===== src/blid_pkg.sv =====
// Shared types and codes for the bounded list with indexed delete.
package blid_pkg;

    localparam int unsigned DATA_W = 32;

    // operation codes
    localparam logic [1:0] OP_PUSH_FRONT = 2'd0;
    localparam logic [1:0] OP_PUSH_BACK  = 2'd1;
    localparam logic [1:0] OP_DELETE     = 2'd2;

    // status codes
    localparam logic [1:0] ST_DONE    = 2'd0;
    localparam logic [1:0] ST_FULL    = 2'd1;
    localparam logic [1:0] ST_IGNORED = 2'd2;

    typedef struct packed {
        logic [1:0]               op;
        logic signed [DATA_W-1:0] operand;
    } in_item_t;

    typedef struct packed {
        logic                     direction;
        logic signed [DATA_W-1:0] element;
        logic                     is_empty;
        logic                     end_of_direction;
        logic                     last;
        logic [1:0]               status;
    } out_item_t;

    // tags that travel with one listing read
    typedef struct packed {
        logic       direction;
        logic       is_empty;
        logic       end_of_direction;
        logic       last;
        logic [1:0] status;
    } list_meta_t;

endpackage


===== src/blid_step_unit.sv =====
// Shared address stepper: one increment/decrement and one end compare.
module blid_step_unit #(
    parameter int unsigned AW = 4
) (
    input  logic [AW-1:0] addr,
    input  logic          down,
    input  logic [AW-1:0] limit,
    output logic [AW-1:0] next_addr,
    output logic          hit
);
    always_comb
    begin
        next_addr = down ? (addr - AW'(1)) : (addr + AW'(1));
        hit       = (addr == limit);
    end
endmodule


===== src/blid_out_stage.sv =====
// Output register fed from the registered list read, one beat per cycle unless stalled.
module blid_out_stage (
    input  logic                   clk,
    input  logic                   rst_n,
    input  logic                   issue,
    input  blid_pkg::list_meta_t   meta_in,
    input  logic [31:0]            rd_data,
    output logic                   credit,
    output logic                   pending,
    output blid_pkg::out_item_t    result,
    output logic                   result_valid,
    input  logic                   result_ready
);
    import blid_pkg::*;

    logic       pend_reg, pend_next;
    list_meta_t meta_reg;
    out_item_t  out_reg;
    logic       out_valid_reg, out_valid_next;
    logic       ld;

    // pending read data moves on when the output slot is free or drains now
    assign ld      = pend_reg && (!out_valid_reg || result_ready);
    assign credit  = !pend_reg || ld;
    assign pending = pend_reg;

    always_comb
    begin
        pend_next = pend_reg;
        if (issue)
        begin
            pend_next = 1'b1;
        end
        else if (ld)
        begin
            pend_next = 1'b0;
        end
        out_valid_next = out_valid_reg;
        if (ld)
        begin
            out_valid_next = 1'b1;
        end
        else if (result_ready)
        begin
            out_valid_next = 1'b0;
        end
    end

    always_ff @(posedge clk or negedge rst_n)
    begin
        if (!rst_n)
        begin
            pend_reg      <= 1'b0;
            out_valid_reg <= 1'b0;
        end
        else
        begin
            pend_reg      <= pend_next;
            out_valid_reg <= out_valid_next;
        end
    end

    always_ff @(posedge clk)
    begin
        if (issue)
        begin
            meta_reg <= meta_in;
        end
        if (ld)
        begin
            out_reg.direction        <= meta_reg.direction;
            out_reg.element          <= meta_reg.is_empty ? '0 : rd_data;
            out_reg.is_empty         <= meta_reg.is_empty;
            out_reg.end_of_direction <= meta_reg.end_of_direction;
            out_reg.last             <= meta_reg.last;
            out_reg.status           <= meta_reg.status;
        end
    end

    assign result       = out_reg;
    assign result_valid = out_valid_reg;
endmodule


===== src/bounded_list_indexed_delete_core.sv =====
// Bounded ordered list of signed words with push front, push back and indexed delete; after
// every operation it lists the whole list head-to-tail and then tail-to-head. One item at a
// time: item_ready is high only while idle. Entries live in a one-write, one-read memory and
// are moved one per cycle through a single address stepper. An item's listing has 2n' beats
// (n' the count after the operation), or 2 when the list ends empty. Before it, a push that
// stores writes its operand, a push front into a non-empty list first shifts every entry up,
// and a delete below the last entry first shifts the entries above it down. Beats stream one
// per cycle when result_ready stays high. Opcode 3 is taken and gives no beats.
module bounded_list_indexed_delete_core #(
    parameter int unsigned CAPACITY = 16
) (
    input  logic                clk,
    input  logic                rst_n,
    input  logic                item_valid,
    output logic                item_ready,
    input  blid_pkg::in_item_t  item,
    output logic                result_valid,
    input  logic                result_ready,
    output blid_pkg::out_item_t result
);
    import blid_pkg::*;

    localparam int unsigned AW = (CAPACITY > 1) ? $clog2(CAPACITY) : 1;
    localparam int unsigned CW = $clog2(CAPACITY + 1);

    localparam logic [1:0] S_IDLE  = 2'd0;
    localparam logic [1:0] S_SHIFT = 2'd1;
    localparam logic [1:0] S_INS   = 2'd2;
    localparam logic [1:0] S_LIST  = 2'd3;

    logic [1:0]    state_reg, state_next;
    logic [CW-1:0] count_reg, count_next;
    logic [1:0]    status_reg, status_next;
    logic [31:0]   operand_reg;
    logic          front_reg, front_next;

    // shift sequencer
    logic [AW-1:0] rd_addr_reg, rd_addr_next;
    logic [AW-1:0] rd_end_reg, rd_end_next;
    logic [AW-1:0] wr_addr_reg, wr_addr_next;
    logic [AW-1:0] prev_addr_reg, prev_addr_next;
    logic          prev_valid_reg, prev_valid_next;
    logic          rd_done_reg, rd_done_next;
    logic          shift_down_reg, shift_down_next;

    // listing sequencer
    logic          li_dir_reg, li_dir_next;
    logic [AW-1:0] li_idx_reg, li_idx_next;
    logic          li_done_reg, li_done_next;

    // memory
    logic [31:0]   mem [CAPACITY];
    logic [31:0]   rd_data_reg;
    logic          mem_we, mem_re;
    logic [AW-1:0] mem_wa, mem_ra;
    logic [31:0]   mem_wd;

    // stepper
    logic [AW-1:0] su_addr, su_limit, su_next;
    logic          su_down, su_hit;

    logic          accept, empty, full, pos_ok, eod;
    logic [AW-1:0] last_idx, pos;
    logic          issue, credit, pending;
    list_meta_t    meta;

    assign item_ready = (state_reg == S_IDLE);
    assign accept     = item_valid && item_ready;
    assign empty      = (count_reg == '0);
    assign full       = (count_reg == CW'(CAPACITY));
    assign last_idx   = AW'(count_reg - CW'(1));
    assign pos        = item.operand[AW-1:0];
    // negative positions have the sign bit set and never compare below the count
    assign pos_ok     = ($unsigned(item.operand) < 32'(count_reg));

    always_comb
    begin
        if (state_reg == S_LIST)
        begin
            su_addr  = li_idx_reg;
            su_down  = li_dir_reg;
            su_limit = li_dir_reg ? '0 : last_idx;
        end
        else
        begin
            su_addr  = rd_addr_reg;
            su_down  = shift_down_reg;
            su_limit = rd_end_reg;
        end
    end

    blid_step_unit #(
        .AW (AW)
    ) u_step (
        .addr      (su_addr),
        .down      (su_down),
        .limit     (su_limit),
        .next_addr (su_next),
        .hit       (su_hit)
    );

    assign eod = su_hit || empty;

    always_comb
    begin
        meta.direction        = li_dir_reg;
        meta.is_empty         = empty;
        meta.end_of_direction = eod;
        meta.last             = li_dir_reg && eod;
        meta.status           = status_reg;
    end

    always_comb
    begin
        state_next      = state_reg;
        count_next      = count_reg;
        status_next     = status_reg;
        front_next      = front_reg;
        rd_addr_next    = rd_addr_reg;
        rd_end_next     = rd_end_reg;
        wr_addr_next    = wr_addr_reg;
        prev_addr_next  = prev_addr_reg;
        prev_valid_next = prev_valid_reg;
        rd_done_next    = rd_done_reg;
        shift_down_next = shift_down_reg;
        li_dir_next     = li_dir_reg;
        li_idx_next     = li_idx_reg;
        li_done_next    = li_done_reg;
        mem_we          = 1'b0;
        mem_wa          = wr_addr_reg;
        mem_wd          = rd_data_reg;
        mem_re          = 1'b0;
        mem_ra          = rd_addr_reg;
        issue           = 1'b0;

        unique case (state_reg)
            S_IDLE:
            begin
                li_dir_next    = 1'b0;
                li_idx_next    = '0;
                li_done_next   = 1'b0;
                prev_valid_next = 1'b0;
                rd_done_next   = 1'b0;
                status_next    = ST_DONE;
                if (accept)
                begin
                    unique case (item.op)
                        OP_PUSH_FRONT:
                        begin
                            front_next = 1'b1;
                            if (full)
                            begin
                                status_next = ST_FULL;
                                state_next  = S_LIST;
                            end
                            else if (empty)
                            begin
                                wr_addr_next = '0;
                                state_next   = S_INS;
                            end
                            else
                            begin
                                rd_addr_next    = last_idx;
                                wr_addr_next    = AW'(count_reg);
                                rd_end_next     = '0;
                                shift_down_next = 1'b1;
                                state_next      = S_SHIFT;
                            end
                        end
                        OP_PUSH_BACK:
                        begin
                            front_next = 1'b0;
                            if (full)
                            begin
                                status_next = ST_FULL;
                                state_next  = S_LIST;
                            end
                            else
                            begin
                                wr_addr_next = AW'(count_reg);
                                state_next   = S_INS;
                            end
                        end
                        OP_DELETE:
                        begin
                            front_next = 1'b0;
                            if (!pos_ok)
                            begin
                                status_next = ST_IGNORED;
                                state_next  = S_LIST;
                            end
                            else if (pos == last_idx)
                            begin
                                count_next = count_reg - CW'(1);
                                state_next = S_LIST;
                            end
                            else
                            begin
                                rd_addr_next    = pos + AW'(1);
                                wr_addr_next    = pos;
                                rd_end_next     = last_idx;
                                shift_down_next = 1'b0;
                                state_next      = S_SHIFT;
                            end
                        end
                        default:
                        begin
                            state_next = S_IDLE;
                        end
                    endcase
                end
            end

            S_SHIFT:
            begin
                // read one entry ahead, write the previous read to its new place
                if (prev_valid_reg)
                begin
                    mem_we       = 1'b1;
                    wr_addr_next = prev_addr_reg;
                end
                if (!rd_done_reg)
                begin
                    mem_re          = 1'b1;
                    prev_valid_next = 1'b1;
                    prev_addr_next  = rd_addr_reg;
                    if (su_hit)
                    begin
                        rd_done_next = 1'b1;
                    end
                    else
                    begin
                        rd_addr_next = su_next;
                    end
                end
                else
                begin
                    prev_valid_next = 1'b0;
                    if (prev_valid_reg)
                    begin
                        if (front_reg)
                        begin
                            wr_addr_next = '0;
                            state_next   = S_INS;
                        end
                        else
                        begin
                            count_next = count_reg - CW'(1);
                            state_next = S_LIST;
                        end
                    end
                end
            end

            S_INS:
            begin
                mem_we     = 1'b1;
                mem_wd     = operand_reg;
                count_next = count_reg + CW'(1);
                state_next = S_LIST;
            end

            S_LIST:
            begin
                mem_ra = li_idx_reg;
                if (!li_done_reg && credit)
                begin
                    mem_re = 1'b1;
                    issue  = 1'b1;
                    if (eod)
                    begin
                        if (li_dir_reg)
                        begin
                            li_done_next = 1'b1;
                        end
                        else
                        begin
                            li_dir_next = 1'b1;
                        end
                    end
                    else
                    begin
                        li_idx_next = su_next;
                    end
                end
                if (li_done_reg && !pending)
                begin
                    state_next = S_IDLE;
                end
            end

            default:
            begin
                state_next = S_IDLE;
            end
        endcase
    end

    always_ff @(posedge clk or negedge rst_n)
    begin
        if (!rst_n)
        begin
            state_reg      <= S_IDLE;
            count_reg      <= '0;
            status_reg     <= ST_DONE;
            front_reg      <= 1'b0;
            prev_valid_reg <= 1'b0;
            rd_done_reg    <= 1'b0;
            shift_down_reg <= 1'b0;
            li_dir_reg     <= 1'b0;
            li_done_reg    <= 1'b0;
        end
        else
        begin
            state_reg      <= state_next;
            count_reg      <= count_next;
            status_reg     <= status_next;
            front_reg      <= front_next;
            prev_valid_reg <= prev_valid_next;
            rd_done_reg    <= rd_done_next;
            shift_down_reg <= shift_down_next;
            li_dir_reg     <= li_dir_next;
            li_done_reg    <= li_done_next;
        end
    end

    always_ff @(posedge clk)
    begin
        if (accept)
        begin
            operand_reg <= item.operand;
        end
        rd_addr_reg   <= rd_addr_next;
        rd_end_reg    <= rd_end_next;
        wr_addr_reg   <= wr_addr_next;
        prev_addr_reg <= prev_addr_next;
        li_idx_reg    <= li_idx_next;
    end

    always_ff @(posedge clk)
    begin
        if (mem_we)
        begin
            mem[mem_wa] <= mem_wd;
        end
        if (mem_re)
        begin
            rd_data_reg <= mem[mem_ra];
        end
    end

    blid_out_stage u_out (
        .clk          (clk),
        .rst_n        (rst_n),
        .issue        (issue),
        .meta_in      (meta),
        .rd_data      (rd_data_reg),
        .credit       (credit),
        .pending      (pending),
        .result       (result),
        .result_valid (result_valid),
        .result_ready (result_ready)
    );
endmodule


===== config.mk =====
export PLATFORM = sky130hd
export DESIGN_NAME = bounded_list_indexed_delete_core
export DESIGN_NICKNAME = d
export VERILOG_FILES = /design/src/blid_pkg.sv /design/src/blid_step_unit.sv /design/src/blid_out_stage.sv /design/src/bounded_list_indexed_delete_core.sv
export SDC_FILE = /design/constraint.sdc
export NUM_CORES = 1
export LEC_CHECK = 0
export ABC_AREA = 1
export BUFFER_PORTS_ARGS = -buffer_cell sky130_fd_sc_hd__buf_2
export CAP_MARGIN = 20
export CORE_MARGIN = 3
export CORE_UTILIZATION = 40
export DETAILED_ROUTE_END_ITERATION = 16
export PLACE_DENSITY_LB_ADDON = 0.12
export SLEW_MARGIN = 5
export SYNTH_ARGS = -nofsm -noshare
export SYNTH_HDL_FRONTEND = slang
export SYNTH_SLANG_ARGS = --single-unit
export TNS_END_PERCENT = 50

===== constraint.sdc =====
create_clock -name clk -period 5.65 [get_ports clk]
set_clock_uncertainty 0.1 [all_clocks]
set_input_delay 0.565 -clock clk [delete_from_list [all_inputs] [get_ports clk]]
set_output_delay 0.565 -clock clk [all_outputs]
set_load 0.03 [all_outputs]

Word level (Yosys, flattened, before mapping)
Memory sizes are Yosys's and may differ from the RTL's. A register that Yosys moved wholly into a read port is not among the register bits. Index checks and enable logic that the tools add are counted. Widths: inputs -> output; s select.

Flip-flop bits (word level): 113. Memory bits (writable): 512. Output and inout port bits: 40. Word-level logic and storage cells: 190. Memories: 1.

Add/subtract/negate cells: 5. Magnitude comparators: 1. Eq/ne operators: 33. Muxes and demuxes: 88. Bitwise gates (word level): 1. Reductions and logical operators: 33.

Memories: mem (words 16, width 32, rd ports 1, clocked after Yosys merged registers in 1, wr ports 1, RTL line bounded_list_indexed_delete_core.sv:52) `logic [31:0] mem [CAPACITY];`.

Operator list (count): $mux 4 (27); $pmux 4 s2 (5); $mux 5 (7); $lt 32x5->1 (1); $mux 32 (1); $mux 1 (25); $ne 2x2->1 const B (12); $mux 2 (10); $pmux 1 s2 (8); $ne 3x3->1 const B (5); $pmux 5 s3 (1); $reduce_and 7->1 (2); $ne 2x1->1 const B (6); $pmux 4 s3 (1); $reduce_bool 2->1 (6); $reduce_and 3->1 (3); $reduce_and 9->1 (1); $add 4x1->4 const B (2); $eq 4x4->1 (2); $pmux 2 s4 (1); $reduce_and 4->1 (2); $reduce_and 8->1 (1); $eq 2x2->1 const B (3); $pmux 2 s3 (1); 17 further kinds (28).

Logic depth before layout (Yosys ltp)
Word-level depth: 8. Gate-level depth with buffers: 16. Depth with buffers taken out: 15.

By module
Synthesis repeated with hierarchy kept, for this count alone.

Cell total of the unflattened synthesis: 2175. Area total of the unflattened synthesis: 27010.9 um^2.

Modules (own cells, without submodules): bounded_list_indexed_delete_core (instances 1, cells an instance 2020, area each 25152.9 um^2, sequential area each 18272.5 um^2); blid_out_stage (instances 1, cells an instance 121, area each 1677.9 um^2, sequential area each 1371.3 um^2); blid_step_unit (instances 1, cells an instance 34, area each 180.2 um^2, sequential area each 0.0 um^2).

Least setup slack after synthesis
OpenSTA, ideal clock, no wires.

Path type: register to register. Start point: reg state_reg[0]. End point: reg rd_data_reg[0], read port of mem, enable pin. Library setup time: 0.466 ns. Data arrival time: 3.151 ns. Path slack: 1.934 ns. Cell stages (with the launch flop): 6. Path buffers: 2. Path through: dfrtp_1 > ha_1 > buf_6 > inv_6 > buf_4 > o21ai_0.

Longest elaborated chain between the ends: 2.

RTL lines: start, declared (RTL line bounded_list_indexed_delete_core.sv:31) `logic [1:0] state_reg, state_next;`; start signal, assigned (RTL line bounded_list_indexed_delete_core.sv:315) `state_reg <= state_next;`; $eq 2x2->1 / $eq 2x1->1 (equally long branches) (RTL line bounded_list_indexed_delete_core.sv:136) `unique case (state_reg)`; $pmux 1 s2 * (RTL line bounded_list_indexed_delete_core.sv:136); named net mem_re (RTL line bounded_list_indexed_delete_core.sv:54) `logic mem_we, mem_re;`; end, declared (RTL line bounded_list_indexed_delete_core.sv:53) `logic [31:0] rd_data_reg;`.

Mark *: on every way through the listed nets, which the timed path passes. The rest lies on a longest branch. A chain may end at the register's enable or synchronous reset.

Worst setup path in the final report
Start point: reg state_reg[0]. End point: reg rd_data_reg[27], read port of mem, data pin.

Longest elaborated chain between the ends: 2.

RTL lines (RTL line): $eq 2x2->1 / $eq 2x1->1 (equally long branches) (bounded_list_indexed_delete_core.sv:136); $pmux 1 s2 / $mux 4 (equally long branches) (bounded_list_indexed_delete_core.sv:136).

Parallel ways exist; a longest one is shown, timed or not.

==> metrics.md <==
| Metric | Value |
|---|---|
| Status | completed |
| Worst slew pin tran | around 0.98 ns |
| Post-synth EDFFs | 640 |
| Filler Cell Count | 5722 |
| RSZ-0062 raised after global routing | no |
| CP Max Fanout | 65 |
| Syn avg cell area | between 10 and 15 sq um |
| Port bufs | 77 |
| CTS tree | built |
| Placed Cells incl. Taps | around 2900 |
| Placed Area | approximately 28000 sq um |
| Initial antenna violation count | 0 |
| Vias in the first global route | 15900 |
| Most common cell after layout, fill and taps aside | edfxtp_1 |
| DRT Pass-1 Iters | 5 |
| Ys flop type | edfxtp_1 |
| CORE AREA | roughly 65000 sq um |
| Multi-input logic area | approximately 6000 sq um |
| Die Area | 69100 sq um |
| Syn Nets | around 2100 |
| VDD IR max | a little over 400 uV |
| Register area share after synthesis | 0.744 |
| Setup TNS | 0 ns |
| Tot GR Track Use | 0.200 |
| Fin nets | 2171 |
| Highest-count cells in the layout ignoring fill and taps | edfxtp_1 (640), nor2_1 (347), o21ai_0 (297), nand2_1 (183), o221ai_1 (80) |
| Pins Over Slew Limit | 0 |
| DR iter-0 viols | roughly 1500 |
| Hold slack | ~0.045 ns |
| Critical Path Start Type | register |
| Register area | 19600 sq um |
| Vias | 16600 |
| WL final | just over 70 mm |
| Post-CTS resize count | 0 |
| Root buf cell | clkbuf_16 |
| Final worst setup slack | between 1.5 and 2 ns |
| Slew margin rel. | 0.340 |
| Synthesized instance count | between 2000 and 2500 |
| Dpl hpwl | about 38 mm |
| Setup violators final | 0 |
| Congestion Overflow GR | 0 |
| Library cells used by synthesis | 39 |
| Sink Count | about 660 |
| Die W | between 200 and 300 um |
| Tmin final | 4.03 ns |
| Critical path required time | between 5 and 6 ns |
| Post-Syn Area | between 20000 and 30000 sq um |
| Leak Pwr | between 10 and 15 nW |
| WS Path Type | reg -> reg |
| TritonCTS Buffers | 73 |
| Die H | ~260 um |
| Setup repair bufs after CTS | 0 |
| Yosys reg bits | 657 |
| Antenna-violating nets left | 0 |
| Clk Latency, worst-skew pair | a little over 0.6 ns |
| Power per standard cell area | approximately 660 nW/um^2 |
| # DRC | 0 |
| Layout cells sized above 1 | 0.132 |
| Area grow syn2layout | 14.8% |
| CTS max path bufs | 3 |
| Post-synth ARST share | 0.0259 |
| Cell Count, Final, Fillers Out | roughly 3000 |
| Max Cap Viol | 0 |
| Top reg by flops | mem |
| Via density | around 5.5 |
| Largest register FFs | roughly 500 |
| Rows | 93 |
| Final worst path period share | 0.714 |
| Design area | between 30000 and 40000 sq um |
| Initial core utilization | 0.407 |
| Hold Vio Cnt, Final | 0 |
| Synth warn | 0 |
| H-tree levels | 3 |
| GPL Wtd Cong | roughly 0.8 |
| Ports | between 70 and 80 |
| Post-detailed-route wirelength per cell | roughly 23 um |
| Largest net degree at the start of global routing | 141 |
| FMAX | around 0.25 GHz |
| WP data arrival | 4.29 ns |
| First-pass GRT wire length | slightly above 100 mm |
| CP Capture Type | register |
| Hold crit path type | in -> reg |
| CTS clock-pin slew for the worst setup and hold paths | around 0.06 ns |
| Place WS | 1.63 ns |
[critical path: stages, from the launching register on]
cell and delay, ns:
dfrtp_1 0.40, ha_1 0.62, nand2_1 0.19, nand2_4 0.66, clkinv_2 0.67, buf_4 0.50, o21ai_0 0.17, o22ai_1 0.12
o211ai_1 0.18, nand2_1 0.08
[cell usage after synthesis, types with 3 or more instances]
library cell | instances | share of area
clkbuf_2 | 5 | 0.00095
dfrtp_1 | 17 | 0.016
nor3_1 | 4 | 0.00076
nor2_1 | 363 | 0.052
nor2_2 | 3 | 0.00071
o21ai_0 | 299 | 0.057
o22ai_1 | 41 | 0.0097
nand3_1 | 47 | 0.0089
edfxtp_1 | 640 | 0.73
o211ai_1 | 55 | 0.016
clkbuf_1 | 50 | 0.0071
buf_4 | 9 | 0.0026
o221ai_1 | 80 | 0.027
inv_2 | 5 | 0.00071
nand2_1 | 184 | 0.026
buf_6 | 5 | 0.0021
o21ai_1 | 15 | 0.0028
inv_1 | 80 | 0.011
xnor2_1 | 4 | 0.0013
a21oi_1 | 13 | 0.0025
buf_1 | 3 | 0.00043
buf_2 | 50 | 0.0095
xor2_1 | 7 | 0.0023
ha_1 | 19 | 0.0090
[cells by family (layout without fill, tap and decap cells)]
group,Yosys count,in the layout,synth area share
adder cells (fa/ha/maj),20,20,0.00977
buffers and inverters,210,363,0.0355
AO/OA/AOI/OAI,508,508,0.116
flip-flops,657,657,0.744
AND/OR/NAND/NOR,610,610,0.0910
other,0,1,0
XOR/XNOR,11,11,0.00365
[final timing paths]
path	startpoint	endpoint	slack [ns]	depth (start not counted)
min reg2reg	u_out.meta_reg[1]$_DFFE_PP_	u_out.result[1]$_DFFE_PP_	0.32	0
max in group asynchronous	rst_n	li_done_reg$_DFFE_PN0P_	4.82	2
max	state_reg[0]$_DFFE_PN0P_	rd_data_reg[27]$_DFFE_PP_	1.62	9
min	item[22]	operand_reg[22]$_DFFE_PP_	0.05	1
max reg2reg	state_reg[0]$_DFFE_PN0P_	rd_data_reg[27]$_DFFE_PP_	1.62	9
min in group asynchronous	rst_n	front_reg$_DFFE_PN0P_	0.34	2
[power by group]
group          switching [mW]  internal, mW
Combinational            5.76          2.04
Clock                    1.90          2.74
Sequential              0.248          7.18
Total                    7.90          12.0
[per-stage QoR]
step	utilization	total power, mW
after detailed placement	0.431	15.4
after global routing	0.467	21.0
final	0.467	19.9
after floorplan	-	12.7
after global placement	0.431	15.3
after CTS	0.467	20.0
[layer usage]
layer	vias up	global-route usage	part of all wire
met5	-	0	0
met3	115	0.0308	0.055
met1	8399	0.290	0.46
met2	497	0.314	0.46
li1	7624	-	-
met4	0	0.0569	0.021
[what timing repair did]
item | in CTS | in global routing
hold endpoints to repair | 17 | 0
endpoints found under the setup margin | 0 | 0
hold buffers | 1 | 0
[final cells by class]
type | instances | share of cell area
clock inverters | 38 | 0.0110
clock buffers | 93 | 0.0663
flip-flops and latches | 657 | 0.649
multi-input cells | 1149 | 0.197
repair buffers | 144 | 0.0302
inverters | 88 | 0.0113
well taps | 855 | 0.0353
diodes | 1 | 0.0000826
(Power assumes the default switching activity.)
